<file path="src/rtl/core/console_color_escape_parser_core_defines.svh">
// Assertion macros for the console color escape parser RTL.
// Included by ccep_cmd_queue, which carries concurrent checks; no other dependencies.
`ifndef CONSOLE_COLOR_ESCAPE_PARSER_CORE_DEFINES_SVH
`define CONSOLE_COLOR_ESCAPE_PARSER_CORE_DEFINES_SVH

// Same-cycle implication, disabled while reset is low.
`define CCEP_ASSERT_IMPLY(lbl, clk, rst_n, ante, cons, msg) \
    lbl: assert property (@(posedge clk) disable iff (!rst_n) (ante) |-> (cons)) \
        else $error(msg);

// Next-cycle implication, disabled while reset is low.
`define CCEP_ASSERT_NEXT(lbl, clk, rst_n, ante, cons, msg) \
    lbl: assert property (@(posedge clk) disable iff (!rst_n) (ante) |=> (cons)) \
        else $error(msg);

`endif

</file>
<file path="src/rtl/core/ccep_pkg.sv">
// Package for the console color escape parser: word types, character codes,
// phase encoding and the color code decode functions. No dependencies.
`default_nettype none

package ccep_pkg;

    localparam int MAX_RESULTS        = 3;
    localparam int QUEUE_DEPTH_DEFAULT = 4;

    localparam logic [7:0] CHAR_DOLLAR = 8'h24;
    localparam logic [7:0] CHAR_FORE   = 8'h46;
    localparam logic [7:0] CHAR_BACK   = 8'h42;
    localparam logic [7:0] CHAR_ZERO   = 8'h30;
    localparam logic [7:0] CHAR_NINE   = 8'h39;
    localparam logic [7:0] CHAR_LOW_A  = 8'h61;
    localparam logic [7:0] CHAR_LOW_F  = 8'h66;
    localparam logic [7:0] CHAR_LOW_Z  = 8'h7a;
    localparam logic [7:0] CHAR_UP_A   = 8'h41;
    localparam logic [7:0] CHAR_UP_F   = 8'h46;
    localparam logic [7:0] CHAR_UP_Z   = 8'h5a;
    localparam logic [3:0] HEX_TEN     = 4'd10;

    localparam logic [3:0] RESET_FORE  = 4'd7;
    localparam logic [3:0] RESET_BACK  = 4'd0;

    typedef enum logic [1:0] {
        PH_IDLE   = 2'd0,
        PH_DOLLAR = 2'd1,
        PH_FORE   = 2'd2,
        PH_BACK   = 2'd3
    } t_phase;

    typedef struct packed {
        logic [7:0] in_char;
        logic       end_of_text;
    } t_in_word;

    typedef struct packed {
        logic [7:0] out_char;
        logic [3:0] fore_color;
        logic [3:0] back_color;
        logic       run_last;
    } t_out_word;

    // Everything one input word causes: up to three characters in order,
    // all shown with the same colors.
    typedef struct packed {
        logic [1:0]                   count;
        logic [MAX_RESULTS-1:0][7:0] chars;
        logic [3:0]                   fore;
        logic [3:0]                   back;
    } t_cmd;

    typedef struct packed {
        logic valid;
        t_cmd cmd;
    } t_cmd_head;

    function automatic logic is_code_char(input logic [7:0] c);
        return (c >= CHAR_ZERO  && c <= CHAR_NINE)  ||
               (c >= CHAR_LOW_A && c <= CHAR_LOW_Z) ||
               (c >= CHAR_UP_A  && c <= CHAR_UP_Z);
    endfunction

    function automatic logic [3:0] code_value(input logic [7:0] c);
        logic [3:0] v;
        v = 4'd0;
        if (c >= CHAR_ZERO && c <= CHAR_NINE) begin
            v = 4'(c - CHAR_ZERO);
        end else if (c >= CHAR_LOW_A && c <= CHAR_LOW_F) begin
            v = HEX_TEN + 4'(c - CHAR_LOW_A);
        end else if (c >= CHAR_UP_A && c <= CHAR_UP_F) begin
            v = HEX_TEN + 4'(c - CHAR_UP_A);
        end
        return v;
    endfunction

endpackage

`default_nettype wire

</file>
<file path="src/rtl/core/ccep_front.sv">
// Front end: escape phase tracking, color registers, and the command built
// for each accepted input word. Depends on ccep_pkg.
`default_nettype none

module ccep_front
    import ccep_pkg::*;
(
    input  wire logic     i_clk,
    input  wire logic     i_rst_n,
    input  wire logic     i_accept,
    input  wire t_in_word i_in_word,
    output logic          o_cmd_wr,
    output t_cmd          o_cmd
);

    t_phase     r_phase, n_phase;
    logic [3:0] r_fore, n_fore;
    logic [3:0] r_back, n_back;

    always_ff @(posedge i_clk) begin
        if (!i_rst_n) begin
            r_phase <= PH_IDLE;
            r_fore  <= RESET_FORE;
            r_back  <= RESET_BACK;
        end else if (i_accept) begin
            r_phase <= n_phase;
            r_fore  <= n_fore;
            r_back  <= n_back;
        end
    end

    always_comb begin
        logic [7:0] c;
        logic       last;
        logic       fresh;
        logic [1:0] k;

        c       = i_in_word.in_char;
        last    = i_in_word.end_of_text;
        fresh   = 1'b1;
        k       = 2'd0;
        n_phase = PH_IDLE;
        n_fore  = r_fore;
        n_back  = r_back;
        o_cmd   = '0;

        unique case (r_phase)
            PH_IDLE: begin
            end
            PH_DOLLAR: begin
                if (!last && c == CHAR_FORE) begin
                    n_phase = PH_FORE;
                    fresh   = 1'b0;
                end else if (!last && c == CHAR_BACK) begin
                    n_phase = PH_BACK;
                    fresh   = 1'b0;
                end else begin
                    o_cmd.chars[0] = CHAR_DOLLAR;
                    k              = 2'd1;
                end
            end
            PH_FORE, PH_BACK: begin
                if (is_code_char(c)) begin
                    if (r_phase == PH_FORE) begin
                        n_fore = code_value(c);
                    end else begin
                        n_back = code_value(c);
                    end
                    fresh = 1'b0;
                end else begin
                    // The held prefix goes out as text before the breaking character.
                    o_cmd.chars[0] = CHAR_DOLLAR;
                    o_cmd.chars[1] = (r_phase == PH_FORE) ? CHAR_FORE : CHAR_BACK;
                    k              = 2'd2;
                end
            end
            default: begin
            end
        endcase

        if (fresh) begin
            if (c == CHAR_DOLLAR && !last) begin
                n_phase = PH_DOLLAR;
            end else begin
                o_cmd.chars[k] = c;
                k              = k + 2'd1;
            end
        end

        if (last) begin
            n_phase = PH_IDLE;
        end

        o_cmd.count = k;
        o_cmd.fore  = r_fore;
        o_cmd.back  = r_back;
        o_cmd_wr    = i_accept && (k != 2'd0);
    end

endmodule

`default_nettype wire

</file>
<file path="src/rtl/core/ccep_cmd_queue.sv">
// Short command queue between the front and back ends, held in registers.
// Depends on ccep_pkg and the assertion macro header.
`default_nettype none
`include "console_color_escape_parser_core_defines.svh"

module ccep_cmd_queue
    import ccep_pkg::*;
#(
    parameter int DEPTH = QUEUE_DEPTH_DEFAULT
) (
    input  wire logic  i_clk,
    input  wire logic  i_rst_n,
    input  wire logic  i_wr,
    input  wire t_cmd  i_cmd,
    input  wire logic  i_rd,
    output logic       o_full,
    output t_cmd_head  o_head
);

    localparam int PTR_W = (DEPTH > 1) ? $clog2(DEPTH) : 1;
    localparam int CNT_W = $clog2(DEPTH + 1);

    t_cmd             r_mem [DEPTH];
    logic [PTR_W-1:0] r_wr_ptr, n_wr_ptr;
    logic [PTR_W-1:0] r_rd_ptr, n_rd_ptr;
    logic [CNT_W-1:0] r_count,  n_count;

    function automatic logic [PTR_W-1:0] ptr_inc(input logic [PTR_W-1:0] p);
        return (p == PTR_W'(DEPTH - 1)) ? '0 : p + PTR_W'(1);
    endfunction

    always_comb begin
        n_wr_ptr = i_wr ? ptr_inc(r_wr_ptr) : r_wr_ptr;
        n_rd_ptr = i_rd ? ptr_inc(r_rd_ptr) : r_rd_ptr;
        n_count  = r_count;
        if (i_wr && !i_rd) begin
            n_count = r_count + CNT_W'(1);
        end else if (!i_wr && i_rd) begin
            n_count = r_count - CNT_W'(1);
        end
    end

    always_ff @(posedge i_clk) begin
        if (!i_rst_n) begin
            r_wr_ptr <= '0;
            r_rd_ptr <= '0;
            r_count  <= '0;
        end else begin
            r_wr_ptr <= n_wr_ptr;
            r_rd_ptr <= n_rd_ptr;
            r_count  <= n_count;
        end
    end

    always_ff @(posedge i_clk) begin
        if (i_wr) begin
            r_mem[r_wr_ptr] <= i_cmd;
        end
    end

    assign o_full       = (r_count == CNT_W'(DEPTH));
    assign o_head.valid = (r_count != '0);
    assign o_head.cmd   = r_mem[r_rd_ptr];

    `CCEP_ASSERT_IMPLY(a_count_bound, i_clk, i_rst_n, 1'b1, r_count <= CNT_W'(DEPTH), "queue count exceeds depth")
    `CCEP_ASSERT_IMPLY(a_no_read_empty, i_clk, i_rst_n, i_rd, r_count != '0, "queue read while empty")
    `CCEP_ASSERT_NEXT(a_count_grows, i_clk, i_rst_n, i_wr && !i_rd, r_count == $past(r_count) + CNT_W'(1), "queue count did not grow on write")

endmodule

`default_nettype wire

</file>
<file path="src/rtl/core/ccep_back.sv">
// Back end: steps through the characters of the head command and presents
// one result word at a time in the output register. Depends on ccep_pkg.
`default_nettype none

module ccep_back
    import ccep_pkg::*;
(
    input  wire logic      i_clk,
    input  wire logic      i_rst_n,
    input  wire t_cmd_head i_head,
    output logic           o_rd,
    input  wire logic      i_pop,
    output logic           o_empty,
    output t_out_word      o_out_word
);

    logic [1:0] r_idx, n_idx;
    logic       r_out_valid, n_out_valid;
    t_out_word  r_out, n_out;
    logic       w_load;
    logic       w_last;

    always_comb begin
        w_load = i_head.valid && (!r_out_valid || i_pop);
        w_last = (r_idx == i_head.cmd.count - 2'd1);
        o_rd   = w_load && w_last;

        n_out.out_char   = i_head.cmd.chars[r_idx];
        n_out.fore_color = i_head.cmd.fore;
        n_out.back_color = i_head.cmd.back;
        n_out.run_last   = w_last;

        n_idx = r_idx;
        if (w_load) begin
            n_idx = w_last ? 2'd0 : r_idx + 2'd1;
        end

        if (w_load) begin
            n_out_valid = 1'b1;
        end else if (i_pop) begin
            n_out_valid = 1'b0;
        end else begin
            n_out_valid = r_out_valid;
        end
    end

    always_ff @(posedge i_clk) begin
        if (!i_rst_n) begin
            r_idx       <= 2'd0;
            r_out_valid <= 1'b0;
        end else begin
            r_idx       <= n_idx;
            r_out_valid <= n_out_valid;
        end
    end

    always_ff @(posedge i_clk) begin
        if (w_load) begin
            r_out <= n_out;
        end
    end

    assign o_empty    = !r_out_valid;
    assign o_out_word = r_out;

endmodule

`default_nettype wire

</file>
<file path="src/rtl/core/console_color_escape_parser_core.sv">
// Console color escape parser. Input words are accepted one per cycle while
// full is low; the front end parses "$F<x>" and "$B<x>" escapes at once and
// queues the characters each word produces in a QUEUE_DEPTH-entry command
// queue. The back end delivers one result word per cycle from its output
// register while pop is high and the queue holds commands, each queued
// character becoming its own result word; input stalls only when the queue
// has filled. An accepted word's characters are written into the queue and
// then loaded into the output register that drives the output ports.
`default_nettype none

module console_color_escape_parser_core
    import ccep_pkg::*;
#(
    parameter int QUEUE_DEPTH = QUEUE_DEPTH_DEFAULT
) (
    input  wire logic     i_clk,
    input  wire logic     i_rst_n,
    input  wire logic     push,
    output logic          full,
    input  wire t_in_word i_in_word,
    output logic          empty,
    input  wire logic     pop,
    output t_out_word     o_out_word
);

    logic      w_accept;
    logic      w_cmd_wr;
    t_cmd      w_cmd;
    logic      w_cmd_rd;
    t_cmd_head w_head;

    assign w_accept = push && !full;

    ccep_front u_front (
        .i_clk     (i_clk),
        .i_rst_n   (i_rst_n),
        .i_accept  (w_accept),
        .i_in_word (i_in_word),
        .o_cmd_wr  (w_cmd_wr),
        .o_cmd     (w_cmd)
    );

    ccep_cmd_queue #(
        .DEPTH (QUEUE_DEPTH)
    ) u_queue (
        .i_clk   (i_clk),
        .i_rst_n (i_rst_n),
        .i_wr    (w_cmd_wr),
        .i_cmd   (w_cmd),
        .i_rd    (w_cmd_rd),
        .o_full  (full),
        .o_head  (w_head)
    );

    ccep_back u_back (
        .i_clk      (i_clk),
        .i_rst_n    (i_rst_n),
        .i_head     (w_head),
        .o_rd       (w_cmd_rd),
        .i_pop      (pop),
        .o_empty    (empty),
        .o_out_word (o_out_word)
    );

endmodule

`default_nettype wire

</file>
<file path="config.mk">
export PLATFORM = sky130hd
export DESIGN_NAME = console_color_escape_parser_core
export DESIGN_NICKNAME = d
export VERILOG_FILES = /design/src/rtl/core/ccep_pkg.sv /design/src/rtl/core/ccep_front.sv /design/src/rtl/core/ccep_cmd_queue.sv /design/src/rtl/core/ccep_back.sv /design/src/rtl/core/console_color_escape_parser_core.sv
export VERILOG_INCLUDE_DIRS = /design/src /design/src/rtl/core
export SDC_FILE = /design/constraint.sdc
export NUM_CORES = 1
export LEC_CHECK = 0
export ABC_AREA = 1
export BUFFER_PORTS_ARGS = -buffer_cell sky130_fd_sc_hd__clkbuf_2
export CAP_MARGIN = 20
export CORE_ASPECT_RATIO = 0.5
export CORE_MARGIN = 1.5
export CORE_UTILIZATION = 25
export CTS_CLUSTER_DIAMETER = 200
export CTS_CLUSTER_SIZE = 40
export DETAILED_ROUTE_END_ITERATION = 10
export HOLD_SLACK_MARGIN = 0.03
export PLACE_DENSITY = 0.49
export SLEW_MARGIN = 5
export SYNTH_ARGS = -nofsm -noshare
export SYNTH_HDL_FRONTEND = slang
export SYNTH_HIERARCHICAL = 1
export SYNTH_SLANG_ARGS = --single-unit
</file>
<file path="constraint.sdc">
create_clock -name i_clk -period 2.85 [get_ports i_clk]
set_input_delay 0 -clock i_clk [delete_from_list [all_inputs] [get_ports i_clk]]
set_output_delay 0 -clock i_clk [all_outputs]
set_load 0.02 [all_outputs]
</file>
==> results.py <==
metrics = {
    "power": {
        "power.switching_mw": 2.94,
        "internal_power_mw": 5.29,
        "power.leakage_nw": 3.52,
        "max-vdd-ir-drop_v": 0.000434,
        "sw_frac_of_total_pct": 35.7,
        "pwr-share-comb_pct": 32.0,
        "power_mw": 8.23,
        "pwr-share-seq_pct": 41.2,
        "power.density_nw_per_um2": 890,
        "pwr-share-clk_pct": 26.8,
    },
    "yosys": {
        "synth.area.mux_share_pct": 0,
        "synth_fa_ha_area_share_pct": 2.45,
        "synth_area_sq_um": 7960,
        "synthCells": 703,
        "avgSynthCellArea_sq_um": 11.3,
        "synth_top_area_cell": "edfxtp_1",
        "synth_top_cell_area_share_pct": 57.7,
        "synth.area.top_cells": "edfxtp_1 (58%), dfxtp_1 (5.5%), o21ai_0 (5.3%)",
        "yosysSeqAreaShare_pct": 63.2,
        "synth_top_family_by_area": "simple AND/OR/NAND/NOR gates",
        "synth_cell_types": 38,
        "synth_xor_xnor_area_share_pct": 0.330,
        "yosys.area_share.simple_pct": 15.6,
        "synth_nets": 731,
        "synth-seq-cells": 175,
        "synth_warnings": 6,
        "synth_compound_area_share_pct": 11.8,
    },
    "placed_design": {
        "dp_cells": 1152,
        "gp_congestion": 0.827,
        "postPlaceCellArea_sq_um": 8650,
        "hpwl_microns": 12300,
        "io_buffers": 31,
    },
    "clock_tree": {
        "h-tree-depth": 4,
        "clkSinkCount": 175,
        "cts-root-buf": "clkbuf_16",
        "insertion_delay_ns": 0.42,
        "clk_pin_slew_ns": 0.06,
        "cts_resized": 0,
        "cts_max_path_buffers": 2,
        "numCtsBuffers": 17,
        "cts_tree": "built",
        "post_cts_buffers": 0,
        "postCtsHoldBufs": 4,
    },
    "drt": {
        "drc": 0,
        "vias_per_cell": 4.40,
        "wl_per_cell_microns": 15.8,
        "postRouteAntennaNets": 0,
        "drt_first_pass_iters": 5,
        "via_count": 5231,
        "drtIter0Drc": 307,
        "routed_wl_microns": 18700,
    },
    "cells_and_area": {
        "fin_nets": 780,
        "layout_common_cells": "edfxtp_1 (153), o21ai_0 (84), nor2_1 (80), nand2_1 (68), inv_1 (66)",
        "layout.cells.most_common": "edfxtp_1",
        "fin_area_sq_um": 9250,
        "multi_input_area_sq_um": 2400,
        "fin_cells": 1188,
        "n_antenna_cell": 0,
        "drive_above_1_share_pct": 22.2,
        "area_growth_pct": 16.2,
        "fillers": 3161,
        "regArea_sq_um": 5040,
    },
    "sta": {
        "fin_tns_setup_ns": 0,
        "worst_slew_pin_slew_ns": 0.511,
        "slew_violations": 0,
        "rsz0062_at_grt": "false",
        "max_freq_ghz": 0.379,
        "hold_violations": 0,
        "layout_min_cycle_time_ns": 2.64,
        "slew_headroom_pct": 65.5,
        "min_period_over_period_pct": 92.5,
        "fin_skew_ns": 0.00942,
        "setup_viol": 0,
        "worst_hold_slack_ns": 0.0747,
    },
    "global_routing": {
        "grt_pass1_vias": 5056,
        "grt_remaining_overflow": 0,
        "grt_max_degree": 35,
        "grt_pass1_wl_microns": 29200,
        "antenna_found_initial": 0,
        "grt.total_usage_pct": 11.7,
    },
    "die": {
        "chipWidth_microns": 255,
        "fp.dieH_microns": 129,
        "coreArea_sq_um": 30800,
        "io_pins": 32,
        "initial_core_util_pct": 25.9,
        "rows": 45,
        "dieArea_sq_um": 33000,
    },
    "worst_setup_path": {
        "slowest_delay_ns": 0.53,
        "critPathKind": "reg -> reg",
        "setup.worst_path.start_class": "register",
        "path_max_fanout": 13,
        "cp_data_arrival_time_ns": 2.96,
        "worstSetupEndpoint": "u_queue/r_count[1]",
        "worstReg2RegEnd": "u_queue/r_count[1]",
        "crit_required_ns": 3.17,
        "worstRegToRegCells": 14,
        "crit_slowest_cell": "dfxtp_2",
        "ff2ff_setup_slack_ns": 0.21,
        "crit_path_end_kind": "register",
        "cp_cell_sequence": "o21ai_0, o22ai_1, inv_1, nand2_2, nand2_2, nand2_2, nand2_4, nor2_4, inv_1, ha_1, inv_1, fa_1, o21ai_0, nor2_1",
    },
    "worst_hold_path": {
        "hp-class": "in -> reg",
    },
    "run": {
        "cap_violations": 0,
    },
    "outcome": {
        "status": "finished, final reports clean",
    },
}
## synth_stat cells
library cell  instances
inv_1                66
and2_1                2
nand3b_1              1
o22ai_2              20
nor2_4                1
nand2_4               4
o211ai_1              1
xor2_1                3
nand4_1               4
edfxtp_1            153
buf_4                 7
a21oi_2               1
nand3_2               7
inv_6                 1
o22ai_1              14
nand3_1              41
o21ai_1              11
o21a_1                1
nor3_1                7
nand3_4               1
a21oi_1              17
o21ai_0              84
ha_1                 14
buf_2                13
o31ai_1               1
dfxtp_1              22
nand2_2               9
inv_2                 9
nand4_4               1
nand2_1              68
buf_12                3
buf_6                 4
nor2_1               80
fa_1                  1
nor3_2                2
o21ai_2               1
nor2_2               26
clkbuf_2              2
## power by group through the flow
stage / Clock [mW] / Sequential (mW) / Combinational (mW)
5_1_grt: 2.37 / 3.43 / 2.94
3_5_place_dp: 0 / 3.46 / 2.66
6_report: 2.21 / 3.40 / 2.63
3_3_place_gp: 0 / 3.45 / 2.65
4_1_cts: 2.25 / 3.40 / 2.67
2_1_floorplan: 0 / 3.54 / 1.82
## cell type report
type / instances / share of cell area (%)
Multi-Input combinational cell: 423 / 26.0
Inverter: 76 / 3.14
Clock inverter: 14 / 1.46
Tap cell: 423 / 5.72
Sequential cell: 175 / 54.4
Clock buffer: 18 / 4.64
Timing Repair Buffer: 59 / 4.60
## cell families after synthesis
| family | count (synthesis) |
|---|---|
| xor gates and xnor gates | 3 |
| and+or+nand+nor | 254 |
| AOI/OAI and AO/OA | 151 |
| buffers and inverters | 105 |
| DFF | 175 |
| adders and majority gates | 15 |
## state kept, by name, indices dropped and copies added, names as in the netlist, named ones only
signal	flops
u_back/o_out_word	17
u_front/r_back	4
u_back/r_out_valid	1
u_front/r_fore	4
u_queue/r_count	3
u_back/r_idx	2
u_queue/r_mem	136
u_front/r_phase	2
u_queue/r_wr_ptr	2
u_queue/r_rd_ptr	2
## worst max-delay path: cells and delay by family, from the launching register on
family | cells | cell delay [ns]
AO/OA/AOI/OAI | 3 | 0.64
adder cells (fa/ha/maj) | 2 | 0.61
flip-flops | 1 | 0.53
AND/OR/NAND/NOR | 6 | 0.45
buffers and inverters | 3 | 0.29
## worst min path at each step
stage                 startpoint              endpoint  slack [ns]  depth (start not counted)
global placement         i_rst_n     u_front/r_fore[2]        0.39                          2
CTS                 i_in_word[1]  u_queue/r_mem[2][24]        0.06                          3
floorplan                i_rst_n     u_front/r_fore[0]        0.08                          1
detailed placement       i_rst_n     u_front/r_fore[1]        0.38                          2
global route        i_in_word[1]  u_queue/r_mem[0][24]        0.09                          3
finish              i_in_word[1]  u_queue/r_mem[2][24]        0.07                          3
## metrics by stage
step | setup WS (ns) | util (%)
floorplan | 0.235 | -
global placement | 0.172 | 28.1
detailed placement | 0.144 | 28.1
CTS | 0.208 | 30.0
global route | 0.00365 | 30.0
finish | 0.214 | 30.0
## layer usage
metal / track usage (%) / wire [microns] / up-vias
met1: 15.8 / 9120 / 2578
met3: 3.05 / 923 / 4
met5: 0 / 0 / -
li1: - / - / 2546
met4: 2.52 / 64 / 0
met2: 18.9 / 8610 / 103
Note: power is estimated with default switching activity, not from simulation.
